===== config.mk =====
export PLATFORM = sky130hd
export DESIGN_NAME = qvr_rnd
export DESIGN_NICKNAME = d
export VERILOG_FILES = /design/src/design/qvr_pkg.sv /design/src/design/qvr_rnd.sv
export SDC_FILE = /design/constraint.sdc
export NUM_CORES = 1
export LEC_CHECK = 0
export BUFFER_PORTS_ARGS = -buffer_cell sky130_fd_sc_hd__buf_2
export CAP_MARGIN = 20
export CORE_MARGIN = 2
export CORE_UTILIZATION = 40
export DETAILED_ROUTE_END_ITERATION = 6
export PLACE_DENSITY_LB_ADDON = 0.15
export SYNTH_ARGS = -nofsm -noshare
export SYNTH_HDL_FRONTEND = slang
export SYNTH_SLANG_ARGS = --single-unit

===== constraint.sdc =====
create_clock -name clk -period 4 [get_ports clk]
set_clock_uncertainty 0.2 [all_clocks]
set_input_delay 0.2 -clock clk [delete_from_list [all_inputs] [get_ports clk]]
set_output_delay 0.2 -clock clk [all_outputs]
set_load 0.02 [all_outputs]

===== src/design/qvr_pkg.sv =====
`timescale 1ns / 1ps

package qvr_pkg;

    localparam int DATA_WIDTH     = 16;
    localparam int QUAT_FRAC_BITS = 14;
    localparam int QUAT_WIDTH     = 16;
    localparam int CFG_ADDR_W     = 2;
    localparam int NSTAGE         = 5;

    // Intermediate widths
    localparam int PROD_W = QUAT_WIDTH + DATA_WIDTH;      // x_i * v_j
    localparam int DOT_W  = PROD_W + 3;                   // 2 * (x . v)
    localparam int CR_W   = PROD_W + 1;                   // x cross v
    localparam int SQ_W   = 2 * QUAT_WIDTH;               // squares of quaternion parts
    localparam int A_W    = 2 * QUAT_WIDTH + 2;           // s^2 - |x|^2
    localparam int S2_W   = QUAT_WIDTH + 1;               // 2 * s
    localparam int TERM_W = PROD_W + QUAT_WIDTH + 3;
    localparam int SHIFT  = 2 * QUAT_FRAC_BITS;
    localparam int SUM_W  = (TERM_W + 2 > SHIFT + DATA_WIDTH + 1) ?
                            TERM_W + 2 : SHIFT + DATA_WIDTH + 1;
    localparam int RES_W  = SUM_W - SHIFT;
    localparam int TDATA_W = ((3 * DATA_WIDTH + 7) / 8) * 8;

    typedef logic signed [DATA_WIDTH-1:0] vec_t;
    typedef logic signed [QUAT_WIDTH-1:0] quat_t;
    typedef logic signed [TERM_W-1:0]     term_t;

    localparam vec_t VEC_MAX = {1'b0, {(DATA_WIDTH-1){1'b1}}};
    localparam vec_t VEC_MIN = {1'b1, {(DATA_WIDTH-1){1'b0}}};

    // 1.0 in the quaternion format, clipped when it does not fit
    localparam quat_t QUAT_W_RST = (QUAT_FRAC_BITS >= QUAT_WIDTH - 1) ?
                                   QUAT_WIDTH'((1 << (QUAT_WIDTH - 1)) - 1) :
                                   QUAT_WIDTH'(1 << QUAT_FRAC_BITS);
    localparam logic signed [SQ_W-1:0] SQ_W_RST =
        SQ_W'(int'(QUAT_W_RST) * int'(QUAT_W_RST));
    localparam logic signed [A_W-1:0] A_RST =
        A_W'(int'(QUAT_W_RST) * int'(QUAT_W_RST));

    localparam logic signed [SUM_W-1:0] RND_HALF = SUM_W'(1) << (SHIFT - 1);

    typedef enum logic [CFG_ADDR_W-1:0] {
        REG_QUAT_W = 2'd0,
        REG_QUAT_X = 2'd1,
        REG_QUAT_Y = 2'd2,
        REG_QUAT_Z = 2'd3
    } cfg_reg_t;

    // Coefficients derived from the quaternion registers
    typedef struct packed {
        logic signed [A_W-1:0]  a;
        logic signed [S2_W-1:0] s2;
        quat_t                  qx;
        quat_t                  qy;
        quat_t                  qz;
    } qvr_coef_t;

    // Per-stage load strobes
    typedef struct packed {
        logic s5;
        logic s4;
        logic s3;
        logic s2;
        logic s1;
    } qvr_adv_t;

endpackage


===== src/design/qvr_rnd.sv =====
`timescale 1ns / 1ps

module qvr_rnd
(
    input  logic              clk,
    input  qvr_pkg::qvr_adv_t adv,
    input  qvr_pkg::term_t    term_a [3],
    input  qvr_pkg::term_t    term_b [3],
    input  qvr_pkg::term_t    term_c [3],
    output qvr_pkg::vec_t     rot [3],
    output logic              saturated
);
    import qvr_pkg::*;

    logic signed [SUM_W-1:0]  sum_reg [3];
    logic signed [RES_W-1:0]  res     [3];
    logic [RES_W-DATA_WIDTH:0] hi     [3];
    logic [2:0]               ovf;
    vec_t                     rot_next [3];
    vec_t                     rot_reg  [3];
    logic                     sat_reg;

    // Stage 4: full-precision sum plus one half for round-half-up
    always_ff @(posedge clk)
    begin
        if (adv.s4)
        begin
            for (int i = 0; i < 3; i++)
                sum_reg[i] <= SUM_W'(term_a[i]) + SUM_W'(term_b[i])
                            + SUM_W'(term_c[i]) + RND_HALF;
        end
    end

    // Stage 5: drop fraction bits, clip to the data range
    always_comb
    begin
        for (int i = 0; i < 3; i++)
        begin
            res[i] = sum_reg[i][SUM_W-1:SHIFT];
            hi[i]  = res[i][RES_W-1:DATA_WIDTH-1];
            ovf[i] = !((&hi[i]) || !(|hi[i]));
            if (ovf[i])
                rot_next[i] = res[i][RES_W-1] ? VEC_MIN : VEC_MAX;
            else
                rot_next[i] = res[i][DATA_WIDTH-1:0];
        end
    end

    always_ff @(posedge clk)
    begin
        if (adv.s5)
        begin
            rot_reg <= rot_next;
            sat_reg <= |ovf;
        end
    end

    assign rot       = rot_reg;
    assign saturated = sat_reg;

endmodule


==> Yosys cells after proc, flatten, opt, wreduce, memory -nomap -nowiden <==
Memories as Yosys holds them, arrays and structs flattened.
Index checks and enable logic that the tools add are counted.
{ "word_totals": {"register_bits": 49, "ramBits": 159, "inputBits": 465, "output_inout_bits": 49, "wordCells": 38, "memories": 1} }
{ "memory_table": {"columns": ["memory", "depth", "width", "rd", "rd_ports_with_merged_regs", "write_ports", "line", "rtl"], "rows": [
  ["sum_reg", 3, 53, 3, 0, 3, "qvr_rnd.sv:15", "logic signed [SUM_W-1:0] sum_reg [3];"]
]} }
{ "op_classes": {"n_addsub": 9, "mux": 8, "reduce_logical": 16} }
{ "op_table": {"columns": ["operator", "count"], "rows": [
  ["52-bit by 51-bit adder with 53-bit output", 3],
  ["53-bit by 29-bit adder with 53-bit output, second input constant", 3],
  ["51-bit by 51-bit adder with 52-bit output", 3],
  ["16-bit two-way mux", 6],
  ["10-bit AND reduction", 3],
  ["10-bit OR reduction", 3],
  ["1-bit logical NOT", 6],
  ["1-bit logical OR", 3],
  ["3-bit OR reduction", 1],
  ["1-bit two-way mux", 2]
]} }

==> Longest topological paths before layout <==
{ "logic_depth": {"ltp_word": 5, "depth_mapped": 16, "ltp_nobuf": 15} }

==> Worst setup path after synthesis <==
Ideal clock, no wire load.
{ "synth_path": {"kind": "input-to-reg", "start": "input term_a[9] (netlist name)", "end": "memory sum_reg[0][155] (netlist name), data pin", "setup_ps": 258, "arrival_ps": 3375, "required_ps": 3542, "path_slack_ps": 167, "cell_stages": 15, "path_buffers": 0, "path_cell_list": "inv_1 fa_1 inv_1 ha_1 ha_1 a21oi_1 o21ai_0 a2111oi_2 a2111oi_4 nor4b_4 o311ai_2 a21oi_1 inv_1 a41o_1 xor2_1"} }
{ "synth_lines": {"columns": ["element", "line", "rtl"], "rows": [
  ["start: declaration", "qvr_rnd.sv:7", "input qvr_pkg::term_t term_a [3],"],
  ["end: declaration", "qvr_rnd.sv:15", null]
]} }

==> results.cfg <==
[clocking]
clock_path_buffers = 2
cts.sinks = 124
htree_levels = 4
hold_buffers = 0
root_buffer = clkbuf_16
clock_latency_ns = 0.42
cts.reportedPaths.clkPinSlew_ns = 0.07
cts_made_buffers = 17
cts_tree = done

[placement]
place_congestion = 0.905
port_buffers = 510
dp_hpwl_mm = 36.5
place_inst = 2979

[synthesis]
synth-seq-cells = 124
postSynthNetCount = 2777
yosysTopAreaCell = ha_1
syn_avg_cell_area_um2 = 9.12
synth_edf_count = 124
synth.top_cell.area_share = 0.221
synthCells = 1862
synth_flop_cell = edfxtp_1
syn_area_mm2 = 0.0170
async_flop_share = 0
seq_area_frac_synth = 0.219
synth.distinct_cells = 60
yosys-top-cells-area = ha_1, edfxtp_1, fa_1
ys_warn_count = 0

[sta]
setup_tns_ns = 0
min_period_ns = 3.84
fmax_ghz = 0.261
tightest_slew_ns = 0.975
relSlewSlack = 0.350
slew_viol_final = 0
rsz0062_at_grt = false
post-route-period-util = 0.959
finalHoldViolations = 0
finalSetupViolations = 0

[final_layout]
layout_commonest_cell = inv_1
layout_common_cells = inv_1, buf_2, ha_1, fa_1, edfxtp_1
drive_gt1_frac = 0.262
area_growth_pct = 26.3
num-fill-cells = 4067
largest_reg_flops = 75
instances_no_fill = 3017
nets = 3376

[worst_setup_path]
cp-end-kind = register
r2r_cells = 5
path_class = in2reg
r2r_start = sum_reg[0][158]
r2r-end = rot[5]
critPathRequiredTime_ns = 3.97
r2r_slack_ns = 1.71
crit_arrival_ns = 3.81
cp_max_fo = 4
startpoint_type = input pin

[die]
die_h_um = 210
num_rows = 75
io_pins = 514
dieArea_mm2 = 0.0441
initial_core_util = 0.405
core_area_mm2 = 0.0419
die_w_um = 210

[power_and_ir_drop]
power_density_mw_per_mm2 = 368
ir_worst_vdd_mv = 0.236
leakage_uw = 0.0127

[route]
ant_nets = 0
vias = 13941
post_drt_via_cell_ratio = 4.62
firstDrtPassIters = 5
postRouteWirelength_mm = 40.7
drt_iter0_markers = 376
wire_per_inst_um = 13.5
drc_errors = 0

[global_route]
grt-ovfl-total = 0
grt_pass1_vias = 14589
antenna_found_initial = 4
grt_pass1_wl_mm = 66.9
grt_start_max_net_pins = 76
track_usage = 0.186

[worst_hold_path]
worstHoldStart = adv[4]
min_delay_path_depth = 1
hp-class = in2reg
hold_end = rot[47]

[outcome]
status = finished, final reports clean

[job]
cap_violations = 0
[stage by stage]
stage,hold WS (ns),instance area (µm²),util,total power (µW),setup WS (ns)
detailed placement,0.304,20800,0.496,6410,-0.691
floorplan,0.112,17000,-,4950,0.167
finish,0.165,21400,0.511,7890,0.164
global placement,0.299,20800,0.496,6340,-0.637
global route,0.187,21400,0.511,8630,0.0139
CTS,0.169,21400,0.510,7970,0.148
[cells in the mapped netlist, types with 4 or more instances]
master	n
xor2_1	24
o21ai_0	41
o21ai_1	4
o21bai_1	14
a31oi_1	6
nand4_1	23
nor3_1	14
nand2_1	42
and3_1	11
a21o_1	87
a221oi_1	4
o31ai_1	5
xnor2_1	44
fa_1	150
nand3_1	22
or3_1	6
and4_1	4
and2_1	7
o211ai_1	6
nor2_1	57
edfxtp_1	124
ha_1	300
inv_1	668
o21a_1	16
a21oi_1	84
a211oi_1	12
nor2b_1	10
nand2b_1	6
clkbuf_1	13
nor4_1	7
[repair_timing]
action	4_1_cts	5_1_grt
gates resized for setup	2	4
endpoints found under the setup margin	5	7
pin swaps	0	2
cloned	0	0
buffers inserted	0	0
[cell families after synthesis]
group / count (synthesis) / share of synthesized area
buffers and inverters: 681 / 0.151
adder cells (fa/ha/maj): 450 / 0.398
AO/OA/AOI/OAI: 320 / 0.130
AND/OR/NAND/NOR: 219 / 0.0668
flip-flops: 124 / 0.219
XOR/XNOR: 68 / 0.0351
[where the power goes]
part           total, µW  leakage (µW)  internal (µW)  switching (µW)
Clock               1500      0.000285            877             626
Combinational       4240        0.0112           1980            2260
Sequential          2150       0.00121           2000             150
[worst max-delay path, stage by stage]
cell and delay [ns]:
buf_2 0.08, inv_1 0.05, fa_1 0.53, inv_1 0.05, ha_1 0.33, ha_1 0.32
nand4_1 0.11, or4_1 0.56, o22ai_2 0.29, nor3_1 0.09, o31a_1 0.34, o31a_1 0.38
o211ai_1 0.20, o211ai_1 0.13, xor2_1 0.15
[how the worst max path moves through the flow]
stage	end	from	depth (start not counted)	slack, ns
after detailed placement	sum_reg[0][48]	term_a[121]	15	-0.69
after global routing	sum_reg[0][49]	term_a[106]	17	0.01
after CTS	sum_reg[0][48]	term_a[121]	15	0.15
after global placement	sum_reg[0][48]	term_a[121]	15	-0.64
after floorplan	sum_reg[0][155]	term_a[9]	15	0.17
final	sum_reg[0][52]	term_a[121]	15	0.16
[metal layers]
metal  up-vias  part of all wire  wire [µm]  GRT usage
met3        43             0.044       1800     0.0252
met2       346              0.49      19800      0.330
met1      6420              0.45      18300      0.239
li1       7132                 -          -          -
met5         -                 0          0          0
met4         0             0.020        807     0.0496
[layout make-up]
type,instances,area (µm²),area share
well taps,539,674,0.0315
flip-flops and latches,124,3720,0.174
clock inverters,15,153,0.00712
inverters,668,2510,0.117
repair buffers,593,3190,0.149
diodes,4,10.0,0.000467
multi-input cells,1057,10800,0.502
clock buffers,17,425,0.0198
Power figures use the tool's default switching activity.
