### config.mk
export PLATFORM = sky130hd
export DESIGN_NAME = qvr_cfg
export DESIGN_NICKNAME = d
export VERILOG_FILES = /design/src/design/qvr_pkg.sv /design/src/design/qvr_cfg.sv
export SDC_FILE = /design/constraint.sdc
export NUM_CORES = 2
export LEC_CHECK = 0
export CORE_MARGIN = 5
export CORE_UTILIZATION = 40
export CTS_BUF_LIST = sky130_fd_sc_hd__clkbuf_4 sky130_fd_sc_hd__clkbuf_8
export DETAILED_ROUTE_END_ITERATION = 6
export DONT_BUFFER_PORTS = 1
export PLACE_DENSITY = 0.51
export SKIP_CTS_REPAIR_TIMING = 1
export SLEW_MARGIN = 20
export SYNTH_ARGS = -nofsm -noshare
export SYNTH_HDL_FRONTEND = slang
export SYNTH_SLANG_ARGS = --single-unit
### constraint.sdc
create_clock -name clk -period 19 [get_ports clk]
set_input_delay 3.8 -clock clk [delete_from_list [all_inputs] [get_ports clk]]
set_output_delay 3.8 -clock clk [all_outputs]
set_load 0.05 [all_outputs]
### src/design/qvr_pkg.sv
`timescale 1ns / 1ps

package qvr_pkg;

    localparam int DATA_WIDTH     = 16;
    localparam int QUAT_FRAC_BITS = 14;
    localparam int QUAT_WIDTH     = 16;
    localparam int CFG_ADDR_W     = 2;
    localparam int NSTAGE         = 5;

    // Intermediate widths
    localparam int PROD_W = QUAT_WIDTH + DATA_WIDTH;      // x_i * v_j
    localparam int DOT_W  = PROD_W + 3;                   // 2 * (x . v)
    localparam int CR_W   = PROD_W + 1;                   // x cross v
    localparam int SQ_W   = 2 * QUAT_WIDTH;               // squares of quaternion parts
    localparam int A_W    = 2 * QUAT_WIDTH + 2;           // s^2 - |x|^2
    localparam int S2_W   = QUAT_WIDTH + 1;               // 2 * s
    localparam int TERM_W = PROD_W + QUAT_WIDTH + 3;
    localparam int SHIFT  = 2 * QUAT_FRAC_BITS;
    localparam int SUM_W  = (TERM_W + 2 > SHIFT + DATA_WIDTH + 1) ?
                            TERM_W + 2 : SHIFT + DATA_WIDTH + 1;
    localparam int RES_W  = SUM_W - SHIFT;
    localparam int TDATA_W = ((3 * DATA_WIDTH + 7) / 8) * 8;

    typedef logic signed [DATA_WIDTH-1:0] vec_t;
    typedef logic signed [QUAT_WIDTH-1:0] quat_t;
    typedef logic signed [TERM_W-1:0]     term_t;

    localparam vec_t VEC_MAX = {1'b0, {(DATA_WIDTH-1){1'b1}}};
    localparam vec_t VEC_MIN = {1'b1, {(DATA_WIDTH-1){1'b0}}};

    // 1.0 in the quaternion format, clipped when it does not fit
    localparam quat_t QUAT_W_RST = (QUAT_FRAC_BITS >= QUAT_WIDTH - 1) ?
                                   QUAT_WIDTH'((1 << (QUAT_WIDTH - 1)) - 1) :
                                   QUAT_WIDTH'(1 << QUAT_FRAC_BITS);
    localparam logic signed [SQ_W-1:0] SQ_W_RST =
        SQ_W'(int'(QUAT_W_RST) * int'(QUAT_W_RST));
    localparam logic signed [A_W-1:0] A_RST =
        A_W'(int'(QUAT_W_RST) * int'(QUAT_W_RST));

    localparam logic signed [SUM_W-1:0] RND_HALF = SUM_W'(1) << (SHIFT - 1);

    typedef enum logic [CFG_ADDR_W-1:0] {
        REG_QUAT_W = 2'd0,
        REG_QUAT_X = 2'd1,
        REG_QUAT_Y = 2'd2,
        REG_QUAT_Z = 2'd3
    } cfg_reg_t;

    // Coefficients derived from the quaternion registers
    typedef struct packed {
        logic signed [A_W-1:0]  a;
        logic signed [S2_W-1:0] s2;
        quat_t                  qx;
        quat_t                  qy;
        quat_t                  qz;
    } qvr_coef_t;

    // Per-stage load strobes
    typedef struct packed {
        logic s5;
        logic s4;
        logic s3;
        logic s2;
        logic s1;
    } qvr_adv_t;

endpackage

### src/design/qvr_cfg.sv
`timescale 1ns / 1ps

module qvr_cfg
(
    input  logic                           clk,
    input  logic                           rst_n,
    input  logic                           cfg_we,
    input  logic [qvr_pkg::CFG_ADDR_W-1:0] cfg_addr,
    input  logic [qvr_pkg::QUAT_WIDTH-1:0] cfg_wdata,
    output qvr_pkg::qvr_coef_t             coef
);
    import qvr_pkg::*;

    quat_t quat_w_reg;
    quat_t quat_x_reg;
    quat_t quat_y_reg;
    quat_t quat_z_reg;

    logic signed [SQ_W-1:0] sqw_reg;
    logic signed [SQ_W-1:0] sqx_reg;
    logic signed [SQ_W-1:0] sqy_reg;
    logic signed [SQ_W-1:0] sqz_reg;
    logic signed [A_W-1:0]  a_reg;
    logic signed [A_W-1:0]  a_next;

    always_ff @(posedge clk or negedge rst_n)
    begin
        if (!rst_n)
        begin
            quat_w_reg <= QUAT_W_RST;
            quat_x_reg <= '0;
            quat_y_reg <= '0;
            quat_z_reg <= '0;
        end
        else if (cfg_we)
        begin
            unique case (cfg_reg_t'(cfg_addr))
                REG_QUAT_W: quat_w_reg <= cfg_wdata;
                REG_QUAT_X: quat_x_reg <= cfg_wdata;
                REG_QUAT_Y: quat_y_reg <= cfg_wdata;
                REG_QUAT_Z: quat_z_reg <= cfg_wdata;
                default: ;
            endcase
        end
    end

    // s^2 - |x|^2 settles through the square registers and then a_reg after a write, before any item needs it
    assign a_next = A_W'(sqw_reg) - (A_W'(sqx_reg) + A_W'(sqy_reg) + A_W'(sqz_reg));

    always_ff @(posedge clk or negedge rst_n)
    begin
        if (!rst_n)
        begin
            sqw_reg <= SQ_W_RST;
            sqx_reg <= '0;
            sqy_reg <= '0;
            sqz_reg <= '0;
            a_reg   <= A_RST;
        end
        else
        begin
            sqw_reg <= SQ_W'(quat_w_reg) * SQ_W'(quat_w_reg);
            sqx_reg <= SQ_W'(quat_x_reg) * SQ_W'(quat_x_reg);
            sqy_reg <= SQ_W'(quat_y_reg) * SQ_W'(quat_y_reg);
            sqz_reg <= SQ_W'(quat_z_reg) * SQ_W'(quat_z_reg);
            a_reg   <= a_next;
        end
    end

    assign coef.a  = a_reg;
    assign coef.s2 = {quat_w_reg, 1'b0};
    assign coef.qx = quat_x_reg;
    assign coef.qy = quat_y_reg;
    assign coef.qz = quat_z_reg;

endmodule

== Yosys cells after proc, flatten, opt, wreduce, memory -nomap -nowiden ==
Cells that the tools add are included.
Cells by class
  add/subtract/negate cells: 3
  multiply operators: 4
  eq/ne operators: 3
  reductions and logical operators: 5
Operators by type and width (count)
  16-bit by 16-bit multiplier with 32-bit output: 4
  33-bit by 32-bit adder with 34-bit output: 1
  32-bit by 34-bit subtractor with 34-bit output: 1
  32-bit by 32-bit adder with 33-bit output: 1
  2-bit AND reduction: 4
  2-bit == test (second input constant): 2
  2-bit by 1-bit == test with 1-bit output (second input constant): 1
  2-bit zero test: 1
Word-level totals
  flip-flop bits (word level): 226
  output and inout bits: 99
  word-level logic and storage cells: 24

== Depth between registers and ports, before layout ==
  depth after elaboration: 3
  depth in mapped cells: 26
  depth with buffers taken out: 24

== Least setup slack after synthesis ==
No wires, ideal clock.
  path type: reg-to-reg
  start point: register quat_z_reg[5]
  end point: register sqz_reg[31]
  library setup time: 0.080 ns
  arrival: 6.770 ns
  data required time: 18.920 ns
  setup slack: 12.150 ns
  cell stages (with the launch flop): 23
  path buffers: 2
  clock period less this slack: 6.850 ns
  cells stage by stage: dfrtp_1 > clkbuf_1 > clkbuf_1 > nand2_1 > fa_1 > inv_1 > fa_1 > fa_1 > fa_1 > fa_1 > inv_1 > fa_1 > inv_1 > ha_1 > a21o_1 > a21o_1 > a21o_1 > a21o_1 > a2111o_1 > or3_1 > a41o_1 > a21oi_1 > xnor2_1
On the way
  word-level cells in the longest chain between the ends: 1
RTL lines
  from (decl): RTL line qvr_cfg.sv:17  | quat_t quat_z_reg;
  from (signal assigned): RTL line qvr_cfg.sv:41  | REG_QUAT_Z: quat_z_reg <= cfg_wdata;
  16-bit by 16-bit multiplier with 32-bit output: RTL line qvr_cfg.sv:65  | sqz_reg <= SQ_W'(quat_z_reg) * SQ_W'(quat_z_reg);
  to (signal assigned): RTL line qvr_cfg.sv:65
  to (decl): RTL line qvr_cfg.sv:22  | logic signed [SQ_W-1:0] sqz_reg;
No other way between the ends.
A chain may end at the register's enable or synchronous reset.

== Final worst setup path ==
  start point: register quat_z_reg[15]
  end point: register sqz_reg[31]
The elaborated chain is that of the path after synthesis.

==> metrics.cfg <==
[outcome]
outcome=complete, no violations

[clocking]
cts_root_buf=clkbuf_8
cts_made_buffers=44
tritoncts=yes
clkTransAtPathRegs_ns=0.07
cts_sinks=222
clockBufferDepth=3
clock_latency_ns=0.64
htree_levels=2

[timing]
rsz0062_at_grt=no
fin_tns_setup_ns=0
timing.final.crit_period_ns=7.29
tightest_slew_ns=1.03
slew-limit-headroom=0.307
setup-violations-final=0
maxSlewViolCount=0
setup_ws_ns=11.71
skew_ns=0.0392
finalCritPeriodShare=0.384
hold_viol=0
timing.fmax_ghz=0.137

[route]
met1Wirelength_mm=50.4
wl_met3_mm=6.06
drt_iter0_drc=1361
first_pass_iters=6
wl_per_cell_um=18.6
topRoutingLayerUsed=met4
drc=0
vias=29288
wl_met2_mm=55.9
drt_wl_total_mm=114
vias_per_cell=4.77
antenna_left=0

[critical_path]
rr_endpoint=sqz_reg[31]
end_kind=flip-flop
rr_startpoint=quat_z_reg[15]
critPathKind=reg -> reg
cp.arrival_ns=7.81
cp_data_required_time_ns=19.52
critPathLaunchType=flip-flop
ff2ff_path_depth=21
r2r_slack_ns=11.71
path_max_fanout=21

[worst_hold_path]
holdPathStages=1
min_from=quat_x_reg[7]
min_to=quat_x_reg[7]
hold_path.class=reg -> reg

[die]
dieArea_mm2=0.120
coreArea_mm2=0.112
die_x_um=346
start_util=0.402
rows=123
io_pins=120
die_h_um=346

[placed_design]
port-buffer-count=0
post-place-ws_ns=11.67
dp_hpwl_mm=95.0
place.gp.congestion=0.846
numPlacedInstances=6043

[logic_synthesis]
synthCells=4586
ys_warn_count=0
avgSynthCellArea_um2=9.85
synth_top_area_cell=fa_1
syn_nets=6006
ys_ff_latch=222
synth-edff-count=0
ys_types=71
synth_top_area_frac=0.442
synth_area_mm2=0.0452
synthTopCellsByArea=fa_1 44%, dfrtp_1 12%, inv_1 11%
ys.flop_type=dfrtp_1
async_flop_share=1.00
yosysSeqAreaShare=0.123

[grt]
grt_pass1_wl_mm=185
gr-usage-all-layers=0.198
first_global_vias=32346
grt_antenna_before_repair=12
overflow=0
grt_max_degree=223

[cells_and_area]
stdcell_count=6143
drive_gt1_frac=0.0538
area_growth_pct=6.66
utilization=0.429
largest_reg_flops=34
fin_nets=6010

[job]
cap_violations=0

-- critical path, stage by stage, from the launching register on --
cell and delay, ns:
dfrtp_1 0.31, buf_4 0.34, inv_1 0.37, nor2_1 0.30
fa_1 0.60, fa_1 0.85, fa_1 0.52, fa_1 0.50
fa_1 0.49, inv_1 0.05, fa_1 0.47, inv_1 0.04
ha_1 0.33, a21o_1 0.21, a21o_1 0.18, a21o_1 0.18
a21o_1 0.19, a2111o_1 0.39, or3_1 0.35, a41o_1 0.23
a21oi_1 0.17, xnor2_1 0.14
-- routing by layer --
metal | up-vias | GRT usage
li1 | 13581 | -
met1 | 15162 | 0.272
met2 | 458 | 0.334
met3 | 87 | 0.0363
met4 | 0 | 0.0367
met5 | - | 0
-- cell families after synthesis --
logic type,count (synthesis),synth area share
multiplexers,60,0.0148
adder cells (fa/ha/maj),1399,0.553
AND/OR/NAND/NOR,850,0.0885
flip-flops,222,0.123
AO/OA/AOI/OAI,386,0.0585
XOR/XNOR,205,0.0398
other,2,0.000166
buffers and inverters,1462,0.122
-- area by class of cell --
| type | instances | area [um^2] |
|---|---|---|
| antenna | 19 | 47.5 |
| clock buffer | 65 | 832 |
| clock inverter | 15 | 153 |
| fill | 11090 | 64200 |
| inverter | 1353 | 5080 |
| multi-input combinational | 2902 | 34100 |
| sequential | 222 | 5560 |
| tap | 1500 | 1880 |
| timing repair buffer | 67 | 507 |
-- cell usage after synthesis, types with 10 or more instances --
library cell  instances
dfrtp_1             219
o21a_1               18
inv_1              1350
nand2b_1             28
nor2b_1              25
xnor2_1             160
nand3_1              37
fa_1                997
o21bai_1             21
clkbuf_1            105
a21oi_1             104
and3_1               21
nand2_1             345
xor2_1               45
o211ai_1             12
mux2_2               55
ha_1                402
a31o_2               21
a211oi_1             14
nor2_1              166
and2_1              160
a21o_1               67
nor3_1               28
a31oi_1              11
or2_2                10
o21ai_0              49
-- worst max path at each step --
stage,depth (start not counted),slack (ns),to,start
2_1_floorplan,22,12.15,sqz_reg[31],quat_z_reg[5]
3_3_place_gp,21,11.78,sqz_reg[31],quat_z_reg[15]
3_5_place_dp,21,11.67,sqz_reg[31],quat_z_reg[15]
4_1_cts,21,11.67,sqz_reg[31],quat_z_reg[15]
5_1_grt,21,11.26,sqz_reg[31],quat_z_reg[15]
6_report,21,11.71,sqz_reg[31],quat_z_reg[15]
-- cell usage in the layout, fill, tap and decap left out, types with 37 or more instances in the layout --
master / instances
nor2_1: 166
ha_1: 402
buf_4: 66
a21oi_1: 104
o21ai_0: 49
xnor2_1: 160
inv_1: 1350
fa_1: 997
and2_1: 160
nand3_1: 37
a21o_1: 67
nand2_1: 345
xor2_1: 45
clkbuf_8: 55
mux2_2: 55
dfrtp_1: 218
-- through the flow --
stage / instance area, um^2 / hold slack, ns
floorplan: 45200 / 0.456
global placement: 47100 / 0.489
detailed placement: 47100 / 0.494
CTS: 48100 / 0.510
global route: 48100 / 0.512
finish: 48200 / 0.506
Power is left out: the tool's default activity adds up to more than one toggle a clock period on the data nets, which glitch-free logic cannot reach.
